==> config.mk <==
export PLATFORM = sky130hd
export DESIGN_NAME = camera_bus_transaction_sequencer
export DESIGN_NICKNAME = d
export VERILOG_FILES = /design/src/sv/cbts_pkg.sv /design/src/sv/cbts_core.sv /design/src/sv/cbts_out.sv /design/src/sv/camera_bus_transaction_sequencer.sv
export SDC_FILE = /design/constraint.sdc
export NUM_CORES = 1
export LEC_CHECK = 0
export ABC_CLOCK_PERIOD_IN_PS = 8300
export BUFFER_PORTS_ARGS = -buffer_cell sky130_fd_sc_hd__buf_2
export CORE_MARGIN = 3
export CORE_UTILIZATION = 61
export DETAILED_ROUTE_END_ITERATION = 8
export PLACE_DENSITY = 0.83
export SYNTH_ARGS = -nofsm -noshare
export SYNTH_HDL_FRONTEND = slang
export SYNTH_SLANG_ARGS = --single-unit
==> constraint.sdc <==
create_clock -name i_clk -period 8.3 [get_ports i_clk]
set_clock_uncertainty 0.1 [all_clocks]
set_input_delay 1.245 -clock i_clk [delete_from_list [all_inputs] [get_ports i_clk]]
set_output_delay 1.245 -clock i_clk [all_outputs]
set_load 0.1 [all_outputs]
==> src/sv/cbts_pkg.sv <==
// Shared types, codes and helpers for the camera bus transaction sequencer.
// No dependencies; imported by every module of the block.
package cbts_pkg;

    localparam int unsigned OP_W       = 3;
    localparam int unsigned TIME_W     = 32;
    localparam int unsigned LEN_W      = 8;
    localparam int unsigned CNT_W      = 16;
    localparam int unsigned CFG_IDX_W  = 2;
    localparam int unsigned CFG_DATA_W = 16;
    localparam int unsigned S_DATA_W   = 48;
    localparam int unsigned M_DATA_W   = 16;

    // event codes
    localparam logic [OP_W-1:0] OP_TICK  = 3'd0;
    localparam logic [OP_W-1:0] OP_REQ   = 3'd1;
    localparam logic [OP_W-1:0] OP_MATCH = 3'd2;
    localparam logic [OP_W-1:0] OP_STOP  = 3'd3;
    localparam logic [OP_W-1:0] OP_POLL  = 3'd4;

    // configuration register indexes
    localparam logic [CFG_IDX_W-1:0] CFG_SETTLE  = 2'd0;
    localparam logic [CFG_IDX_W-1:0] CFG_IGNORE  = 2'd1;
    localparam logic [CFG_IDX_W-1:0] CFG_RETRY   = 2'd2;
    localparam logic [CFG_IDX_W-1:0] CFG_TIMEOUT = 2'd3;

    typedef enum logic [2:0] {
        PH_IDLE           = 3'd0,
        PH_AWAIT_CMD_READ = 3'd1,
        PH_SENDING_CMD    = 3'd2,
        PH_AWAIT_REPLY    = 3'd3,
        PH_RECEIVING      = 3'd4,
        PH_AWAIT_RSP_READ = 3'd5,
        PH_SENDING_RSP    = 3'd6
    } t_phase;

    typedef struct packed {
        logic [OP_W-1:0]   op;
        logic [TIME_W-1:0] now_us;
        logic              cam_reads;
        logic [LEN_W-1:0]  cmd_len;
        logic              rx_has_response;
        logic              follow_on_cmd;
    } t_item;

    typedef struct packed {
        logic              request_refused;
        logic              txn_failed;
        logic              start_receive;
        logic [LEN_W-1:0]  send_len;
        logic              start_send;
        logic              intr_drive;
        t_phase            phase;
    } t_result;

    function automatic logic [CNT_W-1:0] sat_inc(input logic [CNT_W-1:0] v);
        sat_inc = (v == {CNT_W{1'b1}}) ? v : v + CNT_W'(1);
    endfunction

endpackage

==> src/sv/cbts_core.sv <==
// Sequencer state, configuration registers and the single-pass next-state logic.
// Depends on cbts_pkg.
module cbts_core (
    input  logic                         i_clk,
    input  logic                         i_rst_n,
    input  logic                         i_cfg_we,
    input  logic [cbts_pkg::CFG_IDX_W-1:0]  i_cfg_addr,
    input  logic [cbts_pkg::CFG_DATA_W-1:0] i_cfg_wdata,
    input  logic                         i_fire,
    input  cbts_pkg::t_item              i_item,
    output cbts_pkg::t_result            o_result
);
    import cbts_pkg::*;

    logic [15:0]       r_settle, r_ignore, r_timeout;
    logic [7:0]        r_retry_len;

    t_phase            r_phase, n_phase;
    logic              r_active, n_active;
    logic              r_is_tx, n_is_tx;
    logic              r_line, n_line;
    logic              r_waiting, n_waiting;
    logic              r_pulsing, n_pulsing;
    logic [CNT_W-1:0]  r_icnt, n_icnt;
    logic [CNT_W-1:0]  r_xcnt, n_xcnt;
    logic [TIME_W-1:0] r_last_stop, n_last_stop;
    logic [LEN_W-1:0]  r_pending, n_pending;

    logic              settled;
    logic [TIME_W-1:0] elapsed;
    logic              start_send, start_rx, failed, refused, do_begin;

    always_ff @(posedge i_clk) begin
        if (!i_rst_n) begin
            r_settle    <= 16'd500;
            r_ignore    <= 16'd666;
            r_retry_len <= 8'd0;
            r_timeout   <= 16'd100;
        end else if (i_cfg_we) begin
            unique case (i_cfg_addr)
                CFG_SETTLE:  r_settle    <= i_cfg_wdata;
                CFG_IGNORE:  r_ignore    <= i_cfg_wdata;
                CFG_RETRY:   r_retry_len <= i_cfg_wdata[7:0];
                CFG_TIMEOUT: r_timeout   <= i_cfg_wdata;
                default: ;
            endcase
        end
    end

    always_comb begin
        n_phase     = r_phase;
        n_active    = r_active;
        n_is_tx     = r_is_tx;
        n_line      = r_line;
        n_waiting   = r_waiting;
        n_pulsing   = r_pulsing;
        n_icnt      = r_icnt;
        n_xcnt      = r_xcnt;
        n_last_stop = r_last_stop;
        n_pending   = r_pending;
        start_send  = 1'b0;
        start_rx    = 1'b0;
        failed      = 1'b0;
        refused     = 1'b0;
        do_begin    = 1'b0;

        // a stop moves the settle reference before any assertion it causes
        n_last_stop = (i_item.op == OP_STOP) ? i_item.now_us : r_last_stop;
        elapsed     = i_item.now_us - n_last_stop;
        settled     = elapsed > {16'd0, r_settle};

        unique case (i_item.op)
            OP_TICK: begin
                if (r_pulsing) begin
                    n_icnt = sat_inc(r_icnt);
                    if (n_icnt >= {8'd0, r_retry_len}) begin
                        if (settled) n_line = 1'b1;
                        else         n_waiting = 1'b1;
                        n_pulsing = 1'b0;
                        n_icnt    = '0;
                    end
                end else if (r_line) begin
                    n_icnt = sat_inc(r_icnt);
                    if (n_icnt >= r_ignore) begin
                        n_line    = 1'b0;
                        n_pulsing = 1'b1;
                        n_icnt    = '0;
                    end
                end else begin
                    n_icnt = '0;
                end
                if (r_active) begin
                    n_xcnt = sat_inc(r_xcnt);
                    if (r_xcnt > r_timeout) begin
                        n_active = 1'b0;
                        n_xcnt   = '0;
                        n_line   = 1'b0;
                        failed   = 1'b1;
                        n_phase  = PH_IDLE;
                    end
                end
            end
            OP_REQ: begin
                if (r_phase != PH_IDLE) refused  = 1'b1;
                else                    do_begin = 1'b1;
            end
            OP_MATCH: begin
                n_line   = 1'b0;
                n_xcnt   = '0;
                n_active = 1'b1;
                n_is_tx  = i_item.cam_reads;
                if (i_item.cam_reads) begin
                    if (r_phase == PH_AWAIT_CMD_READ) begin
                        start_send = 1'b1;
                        n_phase    = PH_SENDING_CMD;
                    end else if (r_phase == PH_AWAIT_RSP_READ) begin
                        start_send = 1'b1;
                        n_phase    = PH_SENDING_RSP;
                    end else begin
                        n_phase = PH_IDLE;
                    end
                end else begin
                    // camera preempts our pending command by writing first
                    failed = (r_phase == PH_AWAIT_CMD_READ);
                    if (r_phase == PH_AWAIT_CMD_READ || r_phase == PH_IDLE ||
                        r_phase == PH_AWAIT_REPLY) begin
                        start_rx = 1'b1;
                        n_phase  = PH_RECEIVING;
                    end else begin
                        n_phase = PH_IDLE;
                    end
                end
            end
            OP_STOP: begin
                if (r_active) begin
                    n_active = 1'b0;
                    n_xcnt   = '0;
                    if (r_is_tx) begin
                        if (r_phase == PH_SENDING_CMD) begin
                            n_phase = PH_AWAIT_REPLY;
                        end else if (r_phase == PH_SENDING_RSP) begin
                            n_phase  = PH_IDLE;
                            do_begin = i_item.follow_on_cmd;
                        end else begin
                            n_phase = PH_IDLE;
                        end
                    end else if (r_phase == PH_RECEIVING) begin
                        if (i_item.rx_has_response) begin
                            n_pending = i_item.cmd_len;
                            if (settled) n_line = 1'b1;
                            else         n_waiting = 1'b1;
                            n_phase = PH_AWAIT_RSP_READ;
                        end else begin
                            n_phase  = PH_IDLE;
                            do_begin = i_item.follow_on_cmd;
                        end
                    end else begin
                        n_phase = PH_IDLE;
                    end
                end
            end
            OP_POLL: begin
                if (r_waiting && settled) begin
                    n_line    = 1'b1;
                    n_waiting = 1'b0;
                end
            end
            default: ;
        endcase

        // start a command exchange: load length, raise or defer the interrupt
        if (do_begin) begin
            n_pending = i_item.cmd_len;
            if (settled) n_line = 1'b1;
            else         n_waiting = 1'b1;
            n_xcnt  = '0;
            n_phase = PH_AWAIT_CMD_READ;
        end

        o_result.phase           = n_phase;
        o_result.intr_drive      = n_line;
        o_result.start_send      = start_send;
        o_result.send_len        = start_send ? n_pending : '0;
        o_result.start_receive   = start_rx;
        o_result.txn_failed      = failed;
        o_result.request_refused = refused;
    end

    always_ff @(posedge i_clk) begin
        if (!i_rst_n) begin
            r_phase     <= PH_IDLE;
            r_active    <= 1'b0;
            r_is_tx     <= 1'b0;
            r_line      <= 1'b0;
            r_waiting   <= 1'b0;
            r_pulsing   <= 1'b0;
            r_icnt      <= '0;
            r_xcnt      <= '0;
            r_last_stop <= '0;
            r_pending   <= '0;
        end else if (i_fire) begin
            r_phase     <= n_phase;
            r_active    <= n_active;
            r_is_tx     <= n_is_tx;
            r_line      <= n_line;
            r_waiting   <= n_waiting;
            r_pulsing   <= n_pulsing;
            r_icnt      <= n_icnt;
            r_xcnt      <= n_xcnt;
            r_last_stop <= n_last_stop;
            r_pending   <= n_pending;
        end
    end

endmodule

==> src/sv/cbts_out.sv <==
// Result register of the sequencer: holds one finished word until the sink takes it.
// Depends on cbts_pkg.
module cbts_out (
    input  logic                 i_clk,
    input  logic                 i_rst_n,
    input  logic                 i_load,
    input  cbts_pkg::t_result    i_result,
    input  logic                 i_take,
    output logic                 o_valid,
    output cbts_pkg::t_result    o_result
);
    import cbts_pkg::*;

    logic    r_valid;
    t_result r_result;

    always_ff @(posedge i_clk) begin
        if (!i_rst_n) begin
            r_valid <= 1'b0;
        end else if (i_load) begin
            r_valid <= 1'b1;
        end else if (i_take) begin
            r_valid <= 1'b0;
        end
    end

    always_ff @(posedge i_clk) begin
        if (i_load) begin
            r_result <= i_result;
        end
    end

    assign o_valid  = r_valid;
    assign o_result = r_result;

endmodule

==> src/sv/camera_bus_transaction_sequencer.sv <==
// Top level of the camera bus transaction sequencer: input register, handshake control.
// Depends on cbts_pkg, cbts_core and cbts_out.
//
// Usage:
//   Slave stream: one event word per handshake. tuser carries the event code
//   (tick, command request, address match, stop, fast poll); tdata carries the
//   time stamp and the handler flags. Master stream: exactly one result word
//   per event, in order: phase, interrupt drive and the one-shot pulses.
//   Config port: write i_cfg_we with an index (0 settle time, 1 ignore ticks,
//   2 retry pulse ticks, 3 transfer timeout) and data; only while idle.
// Timing:
//   Event word lands in an input register; the sequencer state and the result
//   register update from that register when the result register is free or
//   being drained, and master tvalid rises as the result register loads. One
//   event per cycle is sustained while the sink holds tready high; the next
//   word is taken while the previous result still waits.
// Reset (synchronous, active low): phase idle, interrupt released, counters
//   cleared, config registers at their defaults, both streams empty.
// Stall: when the master side holds tready low the result register holds,
//   the input register fills, then slave tready drops until the sink drains.
module camera_bus_transaction_sequencer (
    input  logic                             i_clk,
    input  logic                             i_rst_n,
    // config write port
    input  logic                             i_cfg_we,
    input  logic [cbts_pkg::CFG_IDX_W-1:0]   i_cfg_addr,
    input  logic [cbts_pkg::CFG_DATA_W-1:0]  i_cfg_wdata,
    // slave stream
    input  logic                             s_axis_tvalid,
    output logic                             s_axis_tready,
    // [31:0] now_us, [32] cam_reads, [40:33] cmd_len,
    // [41] rx_has_response, [42] follow_on_cmd, [47:43] zero
    input  logic [cbts_pkg::S_DATA_W-1:0]    s_axis_tdata,
    // [2:0] op
    input  logic [cbts_pkg::OP_W-1:0]        s_axis_tuser,
    // master stream
    output logic                             m_axis_tvalid,
    input  logic                             m_axis_tready,
    // [2:0] phase, [3] intr_drive, [4] start_send, [12:5] send_len,
    // [13] start_receive, [14] txn_failed, [15] request_refused
    output logic [cbts_pkg::M_DATA_W-1:0]    m_axis_tdata
);
    import cbts_pkg::*;

    logic    r_in_valid;
    t_item   r_item;
    logic    advance;
    logic    in_fire;
    logic    out_valid;
    t_result core_result;
    t_result out_result;

    // process the held event when the result register is free or being drained
    assign advance       = r_in_valid && (!out_valid || m_axis_tready);
    assign s_axis_tready = !r_in_valid || advance;
    assign in_fire       = s_axis_tvalid && s_axis_tready;

    always_ff @(posedge i_clk) begin
        if (!i_rst_n) begin
            r_in_valid <= 1'b0;
        end else if (in_fire) begin
            r_in_valid <= 1'b1;
        end else if (advance) begin
            r_in_valid <= 1'b0;
        end
    end

    // capture the event fields
    always_ff @(posedge i_clk) begin
        if (in_fire) begin
            r_item.op              <= s_axis_tuser;
            r_item.now_us          <= s_axis_tdata[31:0];
            r_item.cam_reads       <= s_axis_tdata[32];
            r_item.cmd_len         <= s_axis_tdata[40:33];
            r_item.rx_has_response <= s_axis_tdata[41];
            r_item.follow_on_cmd   <= s_axis_tdata[42];
        end
    end

    cbts_core u_core (
        .i_clk       (i_clk),
        .i_rst_n     (i_rst_n),
        .i_cfg_we    (i_cfg_we),
        .i_cfg_addr  (i_cfg_addr),
        .i_cfg_wdata (i_cfg_wdata),
        .i_fire      (advance),
        .i_item      (r_item),
        .o_result    (core_result)
    );

    cbts_out u_out (
        .i_clk    (i_clk),
        .i_rst_n  (i_rst_n),
        .i_load   (advance),
        .i_result (core_result),
        .i_take   (m_axis_tready),
        .o_valid  (out_valid),
        .o_result (out_result)
    );

    assign m_axis_tvalid = out_valid;
    assign m_axis_tdata  = {out_result.request_refused,
                            out_result.txn_failed,
                            out_result.start_receive,
                            out_result.send_len,
                            out_result.start_send,
                            out_result.intr_drive,
                            out_result.phase};

endmodule

# [After elaboration in Yosys (flattened, before gate mapping)]
# Index checks and enable logic that the tools add are counted.
[op_classes] bitwise_logic=1 n_eq_ne=18 magnitude_cmp=4 add_sub_neg=3 reduce_logical=26 muxes=86
[ops] operator="2-to-1 mux 16 bit" n=10
[ops] operator="2-to-1 mux 1 bit" n=50
[ops] operator="2-to-1 mux 8 bit" n=6
[ops] operator="one-hot mux 16 bit (3 select lines)" n=1
[ops] operator="2-to-1 mux 3 bit" n=11
[ops] operator="adder 16 x 1 -> 16 bit (second input constant)" n=2
[ops] operator="equality test 16 bit (second input constant)" n=2
[ops] operator="> comparator 32 x 16 -> 1 bit" n=1
[ops] operator="2-to-1 mux 32 bit" n=1
[ops] operator="subtractor 32 bit" n=1
[ops] operator="greater-or-equal comparator 16 bit" n=1
[ops] operator="greater-or-equal comparator 16 x 8 -> 1 bit" n=1
[ops] operator="> comparator 16 bit" n=1
[ops] operator="AND reduction 2 bit" n=7
[ops] operator="equality test 3 x 2 -> 1 bit (second input constant)" n=4
[ops] operator="equality test 3 bit (second input constant)" n=4
[ops] operator="one-hot mux 3 bit (3 select lines)" n=1
[ops] operator="equality test 3 x 1 -> 1 bit (second input constant)" n=2
[ops] operator="logical NOT 3 bit" n=2
[ops] operator="inequality test 3 x 1 -> 1 bit (second input constant)" n=2
[ops] operator="one-hot mux 1 bit (3 select lines)" n=2
[ops] operator="nonzero test 3 bit" n=2
[ops] operator="AND reduction 5 bit" n=1
[ops] operator="equality test 2 bit (second input constant)" n=2
[ops] operator="13 further kinds" n=21
[totals] out_inout_bits=18 inputBits=74 wordCells=167 reg_bits=200

# [Longest topological paths before layout]
# Gate-level depths: netlist of the first run.
[depth] word_depth=12 ltp_mapped=24 depth_no_buf=22

# [Hierarchy]
# A second synthesis of the first run with hierarchy kept.
[hier_totals] cells_unflattened=1412 area_unflattened_um2=11990.2
[by_module_without_submodules] mod="cbts_core" area_per_inst_um2=10012.1 cells_per_inst=1340 seq_area_each_um2=2722.6 instances=1
[by_module_without_submodules] mod="camera_bus_transaction_sequencer" area_per_inst_um2=1456.4 cells_per_inst=53 seq_area_each_um2=1401.3 instances=1
[by_module_without_submodules] mod="cbts_out" area_per_inst_um2=521.8 cells_per_inst=19 seq_area_each_um2=500.5 instances=1

# [Worst setup path after synthesis of the first run]
# OpenSTA, ideal clock, no wires.
[synth_path] kind="flip-flop to flip-flop" startpoint="register r_item[45] in the netlist's numbering" endpoint="register u_out.r_result, in the netlist u_out.o_result[3] (data pin)" t_arrival_ns=5.502 path_slack_ns=2.432 synth_period_minus_slack_ns=5.868 required_ns=7.934 setup_time_ns=0.266 path_buffers=3 path_stages_with_launch=23 cell_sequence="edfxtp_1 and3b_1 buf_2 buf_1 clkbuf_1 mux2i_1 ha_1 a21o_1 a31o_1 a41oi_1 a221oi_2 or2_2 xor2_1 ha_1 nand3_1 or3_1 o31a_1 o41ai_1 o311a_1 o2111ai_1 nor4_1 and4_1 a31oi_1"
[synth_rtl] element="from (decl)" line_no="camera_bus_transaction_sequencer.sv:46" text="t_item r_item;"
[synth_rtl] element="to (signal assigned)" line_no="cbts_out.sv:29" text="r_result <= i_result;"
[synth_rtl] element="to (decl)" line_no="cbts_out.sv:15" text="t_result r_result;"

==> results of run 1 <==
-- cells in the final DEF (no fill, tap or decap), drive strengths merged, types with 6 or more instances in the layout --
cell    instances
a21o           19
nor3           13
nor2           74
o211ai         24
clkbuf         17
o21a           10
nand4          23
a21boi         54
nand2         206
a211oi         12
a22o           12
mux2i          49
nor4            6
dfxtp         138
nor2b          32
xor2           22
a31oi          18
and2           10
ha             86
nand3          31
o21bai          6
a21oi          75
inv            85
buf            91
edfxtp         62
nand2b         17
o211a          25
or3             9
o21ai          44
nand3b         10
xnor2          18
and3           22
-- where the power goes --
part           switching, mW  total (mW)  internal, mW
registers             0.0243        1.07          1.05
clock network          0.447       0.867         0.420
logic                  0.280       0.443         0.163
-- registers in the layout, summed over array words and instances, names as in the netlist, 3 cells and up --
name	count
r_item	46
u_core.r_icnt	16
u_core.r_ignore	16
u_core.r_last_stop	32
u_core.r_pending	8
u_core.r_phase	3
u_core.r_retry_len	8
u_core.r_settle	16
u_core.r_timeout	16
u_core.r_xcnt	16
u_out.o_result	16
-- per-stage QoR --
stage | cell area (um2) | hold slack, ns | util, %
after floorplan | 11900 | 0.343 | -
after global placement | 12400 | 0.351 | 65.8
after detailed placement | 12400 | 0.358 | 65.8
after CTS | 13100 | 0.370 | 69.1
after global routing | 13100 | 0.388 | 69.1
final | 13100 | 0.368 | 69.1
-- area by class of cell --
type	instances	area [um2]	area share, %
tap	260	325	2.49
clock buffer	17	425	3.26
inverter	75	282	2.16
multi-input combinational	1002	6730	51.5
sequential	200	4620	35.4
clock inverter	15	204	1.56
timing repair buffer	91	468	3.58
-- cells by family after synthesis --
| kind of cell | Yosys count | share of synthesized area (%) |
|---|---|---|
| adder cells (fa/ha/maj) | 90 | 9.53 |
| XOR/XNOR | 40 | 2.95 |
| buffers and inverters | 135 | 4.32 |
| multiplexers | 50 | 4.26 |
| AND/OR/NAND/NOR | 471 | 18.9 |
| flip-flops | 200 | 39.0 |
| AO/OA/AOI/OAI | 351 | 21.0 |
-- tightest hold or removal path, stage by stage (launching register included) --
cell	delay, ns
dfxtp_1	0.31
nand2_1	0.05
a21boi_0	0.06
-- worst paths after layout --
kind                       from                 end  slack, ns  cells after the start
min          u_core.r_ignore[8]  u_core.r_ignore[8]       0.37                      2
max                  r_item[45]   u_out.o_result[3]       1.69                     19
max reg2reg          r_item[45]   u_out.o_result[3]       1.69                     19
min reg2reg  u_core.r_ignore[8]  u_core.r_ignore[8]       0.37                      2
-- layer usage --
layer	routed length [um]	share of wire [%]	global-route usage (%)
met1	12100	43	33.0
met2	13600	49	45.6
met3	1460	5.2	4.27
met4	730	2.6	9.88
met5	0	0	0
==> flow_summary_export.csv, run 1 <==
group,metric,value,unit
pwr,p_per_area,182,mW/mm2
clock_network,cts_tree,"built",
floorplan,core_area,0.0189,mm2
clock_network,ctsResizeCount,0,
floorplan,die_h,145,um
drt,wl_per_cell,16.8,um
global_routing,first_global_vias,9605,
synth,netlist_instances,1337,
pwr,power,2.38,mW
synth,synth_nets,1498,
clock_network,clkSlewWorstSetupHoldPaths,0.08,ns
setup_path,cp.arrival,6.69,ns
sta,setup_viol,0,
setup_path,criticalPathCategory,"flop to flop",
clock_network,clock_latency,0.46,ns
setup_path,crit_buf_inv,1,
drt,vias,9968,
synth,synth_seq_area_share,39.0,%
setup_path,slowest_delay,0.76,ns
finish,area_delta_synth_final,10.1,%
synth,yosysWarnings,0,
sta,slew_headroom,11.7,%
run_status,outcome,"finished, final reports clean",
sta,setup_tns,0,ns
synth,yosysTopAreaCell,"dfxtp_1",
sta,min_period,6.61,ns
finish,final_layout_size_suffix_gt1_share,10.6,%
synth,syn_area,0.0119,mm2
synth,synth_top_area_share,23.3,%
placed_design,routabilityCongestion,0.943,
placed_design,detailed_place_hpwl,20400,um
drt,post_drt_via_cell_ratio,6.00,
pwr,vdd_ir_drop_max,0.143,mV
sta,setup_ws,1.69,ns
placed_design,io_buffers,86,
floorplan,floorplan.rows,50,
sta,hold_viol_final,0,
synth,synth-main-ff-cell,"dfxtp_1",
synth,synth_cell_types,78,
synth,synth_common_cells,"206 x nand2_1, 138 x dfxtp_1, 86 x ha_1, 75 x a21oi_1",
sta,rsz0062_at_grt,"false",
synth,yosysMostFrequentCell,"nand2_1",
global_routing,antenna_found_initial,0,
clock_network,post_cts_buffers,0,
setup_path,cp_slowest_cell,"and3b_2",
setup_path,end_kind,"flop",
finish,final_cells,1660,
sta,slew_violations,0,
drt,antenna_left,0,
finish,nFillCells,1538,
setup_path,crit_family,"compound AO/OA/AOI/OAI gates",
global_routing,grt_pass1_wl,46100,um
clock_network,cts_root_buffer,"clkbuf_16",
floorplan,ios,92,
pwr,power_leakage,5.45,nW
floorplan,start_util,62.8,%
setup_path,start_kind,"flop",
setup_path,cp.required,8.39,ns
synth,synth_edf_count,62,
finish,n_antenna_cell,0,
finish,nets,1548,
clock_network,cts.sinks,200,
setup_path,worstPathCellList,"and3b_2 > buf_4 > mux2i_1 > ha_1 > a31o_1 > a41oi_1 > a221oi_2 > or2_2 > a31oi_1 > xnor2_1 > ha_1 > a21oi_1 > nand3b_1 > o41ai_1 > o311a_1 > o2111ai_1 > nor4_1 > and4_1 > a31oi_1",
floorplan,dieArea,0.0211,mm2
drt,drt_iter0_markers,668,
sta,tightest_slew,1.32,ns
global_routing,globalRoute.totalOverflow,0,
clock_network,htreeDepth,4,
clock_network,cts_hold_buf,0,
synth,synth-seq-cells,200,
synth,synthArstFlopShare,0,%
sta,min_period_over_period,79.6,%
drt,drtPass1Iterations,5,
global_routing,grt_util_all_layers,26.3,%
clock_network,tritoncts.num_buffers,17,
worst_hold_path,worstHoldPathType,"flop to flop",
drt,drt_wl_total,27900,um
setup_path,crit_fanout,24,
placed_design,dp.cells,1628,
synth,syn_avg_cell_area,8.87,um2
run,cap_violations,0,
drt,drc,0,
sta,maxClockFrequency,151,MHz
synth,synthTopCellsByArea,"dfxtp_1 23%, edfxtp_1 16%, ha_1 9.1%",
placed_design,dpl_worst_slack,1.76,ns
global_routing,grt_max_degree,85,
clock_network,clockBufferDepth,2,
floorplan,die_w,145,um
Power figures use the tool's default switching activity.
==> inputs of run 2 (changes only) <==
ABC_CLOCK_PERIOD_IN_PS = 5500   (was 8300)
CORE_UTILIZATION = 55   (was 61)
PLACE_DENSITY = 0.79   (was 0.83)
clock period = 5.5 ns   (was 8.3 ns; I/O delays follow)
==> run 2 against run 1 <==
Compared with the run above:
- clock power is 42% higher
- final area grew 1.1%
- sequential power increased by 50%
- largest cell class unchanged
- non-clock buffer count is 15 higher
- die area grew 10%
- via count grew 0.63%
- sequential cell count unchanged
- fmax grew 27%
- cell count up 1.8%
==> flow_summary_export.csv, run 2 (synthesis results as in run 1) <==
group,metric,value,unit
finish,final_layout_size_suffix_gt1_share,12.2,%
setup_path,reg2reg_slack,0.31,ns
setup_path,cp.required,5.58,ns
sta,maxClockFrequency,193,MHz
finish,final_common_cell,"nand2_1",
drt,drt_iter0_markers,684,
global_routing,antenna_found_initial,0,
sta,slew_violations,0,
setup_path,cp.arrival,5.26,ns
worst_hold_path,whs_path_depth,2,
finish,top_register,"r_item",
floorplan,floorplan.rows,53,
sta,slew_headroom,30.3,%
drt,drt_wl_total,28200,um
finish,regArea,0.00462,mm2
global_routing,grtUsageMet2,39.8,%
finish,nFillCells,1819,
worst_hold_path,worstHoldPathType,"flop to flop",
clock_network,cts.sinks,200,
finish,area_delta_synth_final,11.3,%
global_routing,globalRoute.busiestLayer,"met2",
placed_design,dp.cells,1654,
pwr,vdd_ir_drop_max,0.213,mV
floorplan,ios,92,
drt,drc,0,
placed_design,routabilityCongestion,0.950,
global_routing,grt_util_met3,4.28,%
sta,tightest_slew,1.05,ns
finish,top_regs,"r_item x46, u_core.r_last_stop x32",
setup_path,r2r-start,"r_item[45]",
drt,antenna_left,0,
clock_network,cts_root_buffer,"clkbuf_16",
setup_path,start_kind,"flop",
finish,final_cells,1690,
setup_path,crit_fanout,8,
finish,largest_reg_flops,46,
floorplan,start_util,56.2,%
drt,wl_per_cell,16.7,um
finish,fin_area,0.0132,mm2
clock_network,clockBufferDepth,2,
worst_hold_path,min_from,"u_core.r_timeout[15]",
pwr,power,3.53,mW
floorplan,core_area,0.0211,mm2
run_status,outcome,"finished, final reports clean",
finish,n_antenna_cell,0,
sta,rsz0062_at_grt,"false",
sta,min_period,5.19,ns
drt,post_drt_via_cell_ratio,5.94,
global_routing,first_global_vias,9369,
placed_design,io_buffers,86,
clock_network,cts_tree,"built",
finish,multi_input_area,0.00678,mm2
drt,vias,10031,
clock_network,clock_latency,0.44,ns
pwr,power_leakage,5.51,nW
sta,setup_tns,0,ns
sta,setup_viol,0,
setup_path,rr_worst_depth,19,
drt,drtPass1Iterations,5,
global_routing,grt_pass1_wl,46100,um
floorplan,die_w,153,um
global_routing,grt_util_all_layers,23.7,%
floorplan,die_h,153,um
floorplan,dieArea,0.0234,mm2
sta,min_period_over_period,94.3,%
worst_hold_path,hold_path_end,"u_core.r_timeout[15]",
clock_network,htreeDepth,4,
placed_design,detailed_place_hpwl,20700,um
placed_design,place_area,0.0125,mm2
finish,mostFrequentLayoutCells,"206 x nand2_1, 138 x dfxtp_1, 86 x ha_1, 86 x buf_2, 74 x nor2_1",
global_routing,globalRoute.totalOverflow,0,
setup_path,end_kind,"flop",
global_routing,use_met1,31.3,%
clock_network,clkSlewWorstSetupHoldPaths,0.08,ns
clock_network,tritoncts.num_buffers,17,
sta,hold_viol_final,0,
run,cap_violations,0,
clock_network,cts_hold_buf,0,
setup_path,timing.rr.end,"u_out.o_result[3]",
pwr,p_per_area,268,mW/mm2
setup_path,criticalPathCategory,"flop to flop",
finish,nets,1563,
global_routing,grt_max_degree,63,
-- run 2: layout make-up --
cell class / instances / share of cell area, %
clock inverter: 15 / 1.22
multi-input combinational: 1002 / 51.4
tap: 275 / 2.61
clock buffer: 17 / 3.22
inverter: 75 / 2.13
sequential: 200 / 35.0
timing repair buffer: 106 / 4.40
-- run 2: per-stage QoR --
step | hold WS (ns) | setup slack, ns | utilization (%)
3_5_place_dp | 0.357 | 0.0839 | 59.4
3_3_place_gp | 0.351 | 0.211 | 59.4
5_1_grt | 0.385 | 0.0948 | 62.6
4_1_cts | 0.367 | 0.0555 | 62.2
2_1_floorplan | 0.343 | 0.0845 | -
6_report | 0.365 | 0.315 | 62.6
-- run 2: timing repair --
item | 4_1_cts | 5_1_grt
endpoints found under the hold margin | 0 | 0
setup buffers | 0 | 4
gates resized for setup | 0 | 11
setup endpoints to repair | 0 | 3
-- run 2: worst max path at each step --
stage,startpoint,endpoint,slack (ns),cells past startpoint
after global routing,r_item[45],u_out.o_result[3],0.09,19
final,r_item[45],u_out.o_result[3],0.31,19
after floorplan,r_item[45],u_out.o_result[3],0.08,22
after global placement,r_item[45],u_out.o_result[3],0.21,19
after CTS,r_item[45],u_out.o_result[3],0.06,19
after detailed placement,r_item[45],u_out.o_result[3],0.08,19
-- run 2: power breakdown --
part | total (mW) | leakage (nW) | internal [mW] | switching, mW
Sequential | 1.61 | 1.72 | 1.58 | 0.0333
Combinational | 0.687 | 3.51 | 0.258 | 0.429
Clock | 1.23 | 0.281 | 0.608 | 0.627
Total | 3.53 | 5.51 | 2.45 | 1.09
-- run 2: worst max-delay path, stage by stage (launching register included) --
cell	delay [ns]
edfxtp_1	0.39
and3b_2	0.39
mux2i_2	0.30
ha_1	0.29
a21o_1	0.21
a31o_1	0.27
a41oi_4	0.26
a221oi_2	0.13
or2_2	0.33
xor2_1	0.15
ha_1	0.30
nand3_1	0.11
or3_1	0.40
o31a_1	0.31
o41ai_2	0.06
o311a_1	0.22
o2111ai_1	0.11
nor4_2	0.19
and4_4	0.29
a31oi_1	0.08
-- run 2: per-layer routing --
| layer | part of all wire [%] | routed length [um] |
|---|---|---|
| met1 | 44 | 12500 |
| met2 | 48 | 13500 |
| met5 | 0 | 0 |
| met3 | 5.7 | 1620 |
| met4 | 2.3 | 644 |
==> inputs of run 3 (changes only) <==
ABC_CLOCK_PERIOD_IN_PS = 6540   (was 5500)
CORE_UTILIZATION = 62   (was 55)
PLACE_DENSITY = 0.84   (was 0.79)
clock period = 6.54 ns   (was 5.5 ns; I/O delays follow)
==> run 3 against run 2 <==
Compared with the run above:
- first-iteration DRC count is 5.8% lower
- largest cell class unchanged
- combinational power is 18% lower
- sequential power is 16% lower
- critical endpoint unchanged
==> flow_summary_export.csv, run 3 (synthesis results as in run 1) <==
group,metric,value,unit
sta,setup_tns,0,ns
setup_path,crit_fanout,15,
placed_design,dp.cells,1601,
sta,maxClockFrequency,166,MHz
floorplan,core_area,0.0184,mm2
clock_network,clock_latency,0.44,ns
run_status,outcome,"finished, final reports clean",
drt,drt_wl_total,27600,um
clock_network,tritoncts.num_buffers,17,
global_routing,grt_pass1_wl,44900,um
pwr,power,3.02,mW
finish,final_layout_size_suffix_gt1_share,10.9,%
clock_network,cts_tree,"built",
setup_path,crit_buf_inv,1,
clock_network,htreeDepth,4,
placed_design,routabilityCongestion,0.948,
drt,wl_per_cell,16.9,um
placed_design,detailed_place_hpwl,20300,um
floorplan,floorplan.rows,49,
sta,setup_viol,0,
drt,post_drt_via_cell_ratio,6.14,
global_routing,grt_util_all_layers,26.6,%
setup_path,crit_family,"compound AO/OA/AOI/OAI gates",
global_routing,antenna_found_initial,1,
drt,drc,0,
finish,area_delta_synth_final,10.0,%
sta,tightest_slew,1.11,ns
finish,n_antenna_cell,0,
sta,hold_viol_final,0,
global_routing,first_global_vias,9407,
drt,drt_iter0_markers,644,
clock_network,clockBufferDepth,2,
drt,drtPass1Iterations,5,
global_routing,globalRoute.totalOverflow,0,
sta,slew_headroom,25.6,%
placed_design,place_area,0.0124,mm2
finish,largest_reg_flops,46,
clock_network,cts.sinks,200,
finish,final_common_cell,"nand2_1",
clock_network,cts_root_buffer,"clkbuf_16",
sta,min_period_over_period,92.1,%
setup_path,reg2reg_slack,0.52,ns
finish,nets,1552,
clock_network,post_cts_buffers,0,
finish,top_regs,"r_item x46, u_core.r_last_stop x32",
clock_network,clkSlewWorstSetupHoldPaths,0.08,ns
floorplan,ios,92,
floorplan,start_util,64.5,%
clock_network,cts_hold_buf,0,
setup_path,slowest_delay,0.57,ns
finish,top_register,"r_item",
sta,slew_violations,0,
sta,min_period,6.02,ns
drt,vias,10022,
setup_path,cp.required,6.61,ns
finish,mostFrequentLayoutCells,"206 x nand2_1, 138 x dfxtp_1, 86 x ha_1, 86 x buf_2, 75 x a21oi_1",
placed_design,io_buffers,86,
setup_path,worstPathCellList,"and3b_2 > buf_4 > mux2i_1 > ha_1 > and2_1 > a41oi_1 > a221oi_2 > or2_2 > a31oi_1 > xnor2_1 > ha_1 > a21oi_1 > nand3b_1 > o41ai_1 > o311a_1 > o2111ai_1 > nor4_1 > and4_1 > a31oi_1",
worst_hold_path,worstHoldPathType,"flop to flop",
floorplan,die_h,144,um
setup_path,end_kind,"flop",
pwr,p_per_area,231,mW/mm2
global_routing,grt_max_degree,83,
finish,final_cells,1633,
setup_path,start_kind,"flop",
finish,fin_area,0.0130,mm2
setup_path,cp_slowest_cell,"edfxtp_1",
pwr,power_leakage,5.47,nW
drt,antenna_left,0,
pwr,vdd_ir_drop_max,0.192,mV
clock_network,ctsResizeCount,0,
run,cap_violations,0,
setup_path,criticalPathCategory,"flop to flop",
sta,rsz0062_at_grt,"false",
floorplan,die_w,144,um
floorplan,dieArea,0.0208,mm2
setup_path,cp.arrival,6.09,ns
run 3: cell types whose count changed in the layout (fill, tap and decap cells not counted), moves of 2 or more:
cell        before  now
buf_4           20    9
clkinv_4         3    0
mux2i_1         45   48
mux2i_2          4    1
a21oi_1         73   75
a21oi_2          2    0
clkinv_8         4    6
clkinvlp_2       2    0
inv_12           0    2
inv_8            3    5
run 3: report_power, final:
group / switching [mW] / total, mW / internal [mW]
Combinational: 0.352 / 0.560 / 0.208
Clock: 0.566 / 1.10 / 0.532
Sequential: 0.0304 / 1.36 / 1.33
Total: 0.948 / 3.02 / 2.07
run 3: cell type report:
| type | count | area (um2) |
|---|---|---|
| Clock inverter | 15 | 204 |
| Tap cell | 229 | 287 |
| Fill cell | 1404 | 5350 |
| Multi-Input combinational cell | 1002 | 6730 |
| Clock buffer | 17 | 425 |
| Inverter | 75 | 282 |
| Sequential cell | 200 | 4620 |
| Timing Repair Buffer | 95 | 498 |
run 3: metal layers:
| metal | part of all wire, % | GRT usage [%] | wire length [um] | up-vias |
|---|---|---|---|---|
| met2 | 49 | 45.7 | 13500 | 299 |
| met1 | 44 | 34.7 | 12200 | 4741 |
| met3 | 5.0 | 3.84 | 1370 | 48 |
| li1 | - | - | - | 4932 |
| met5 | 0.047 | 0 | 13 | - |
| met4 | 1.9 | 8.54 | 520 | 2 |
run 3: worst paths after layout:
path / startpoint / end / depth (start not counted)
max: r_item[45] / u_out.o_result[3] / 19
min: u_core.r_ignore[10] / u_core.r_ignore[10] / 2
max reg2reg: r_item[45] / u_out.o_result[3] / 19
min reg2reg: u_core.r_ignore[10] / u_core.r_ignore[10] / 2
run 3: stage by stage:
stage / hold slack [ns] / setup slack, ns / utilization, %
after global routing: 0.388 / 0.130 / 70.9
after floorplan: 0.343 / 0.672 / -
final: 0.368 / 0.518 / 70.9
after detailed placement: 0.358 / 0.599 / 67.5
after CTS: 0.369 / 0.581 / 70.9
after global placement: 0.351 / 0.742 / 67.5
run 3: worst reg2reg max path, delay by kind of cell (launching register included):
family / cells / cell delay (ns)
fa+ha+maj: 2 / 0.57
simple gates: 6 / 1.66
xor+xnor: 1 / 0.15
mux: 1 / 0.28
buf+inv: 1 / 0.32
flops: 1 / 0.57
compound gates: 8 / 2.10
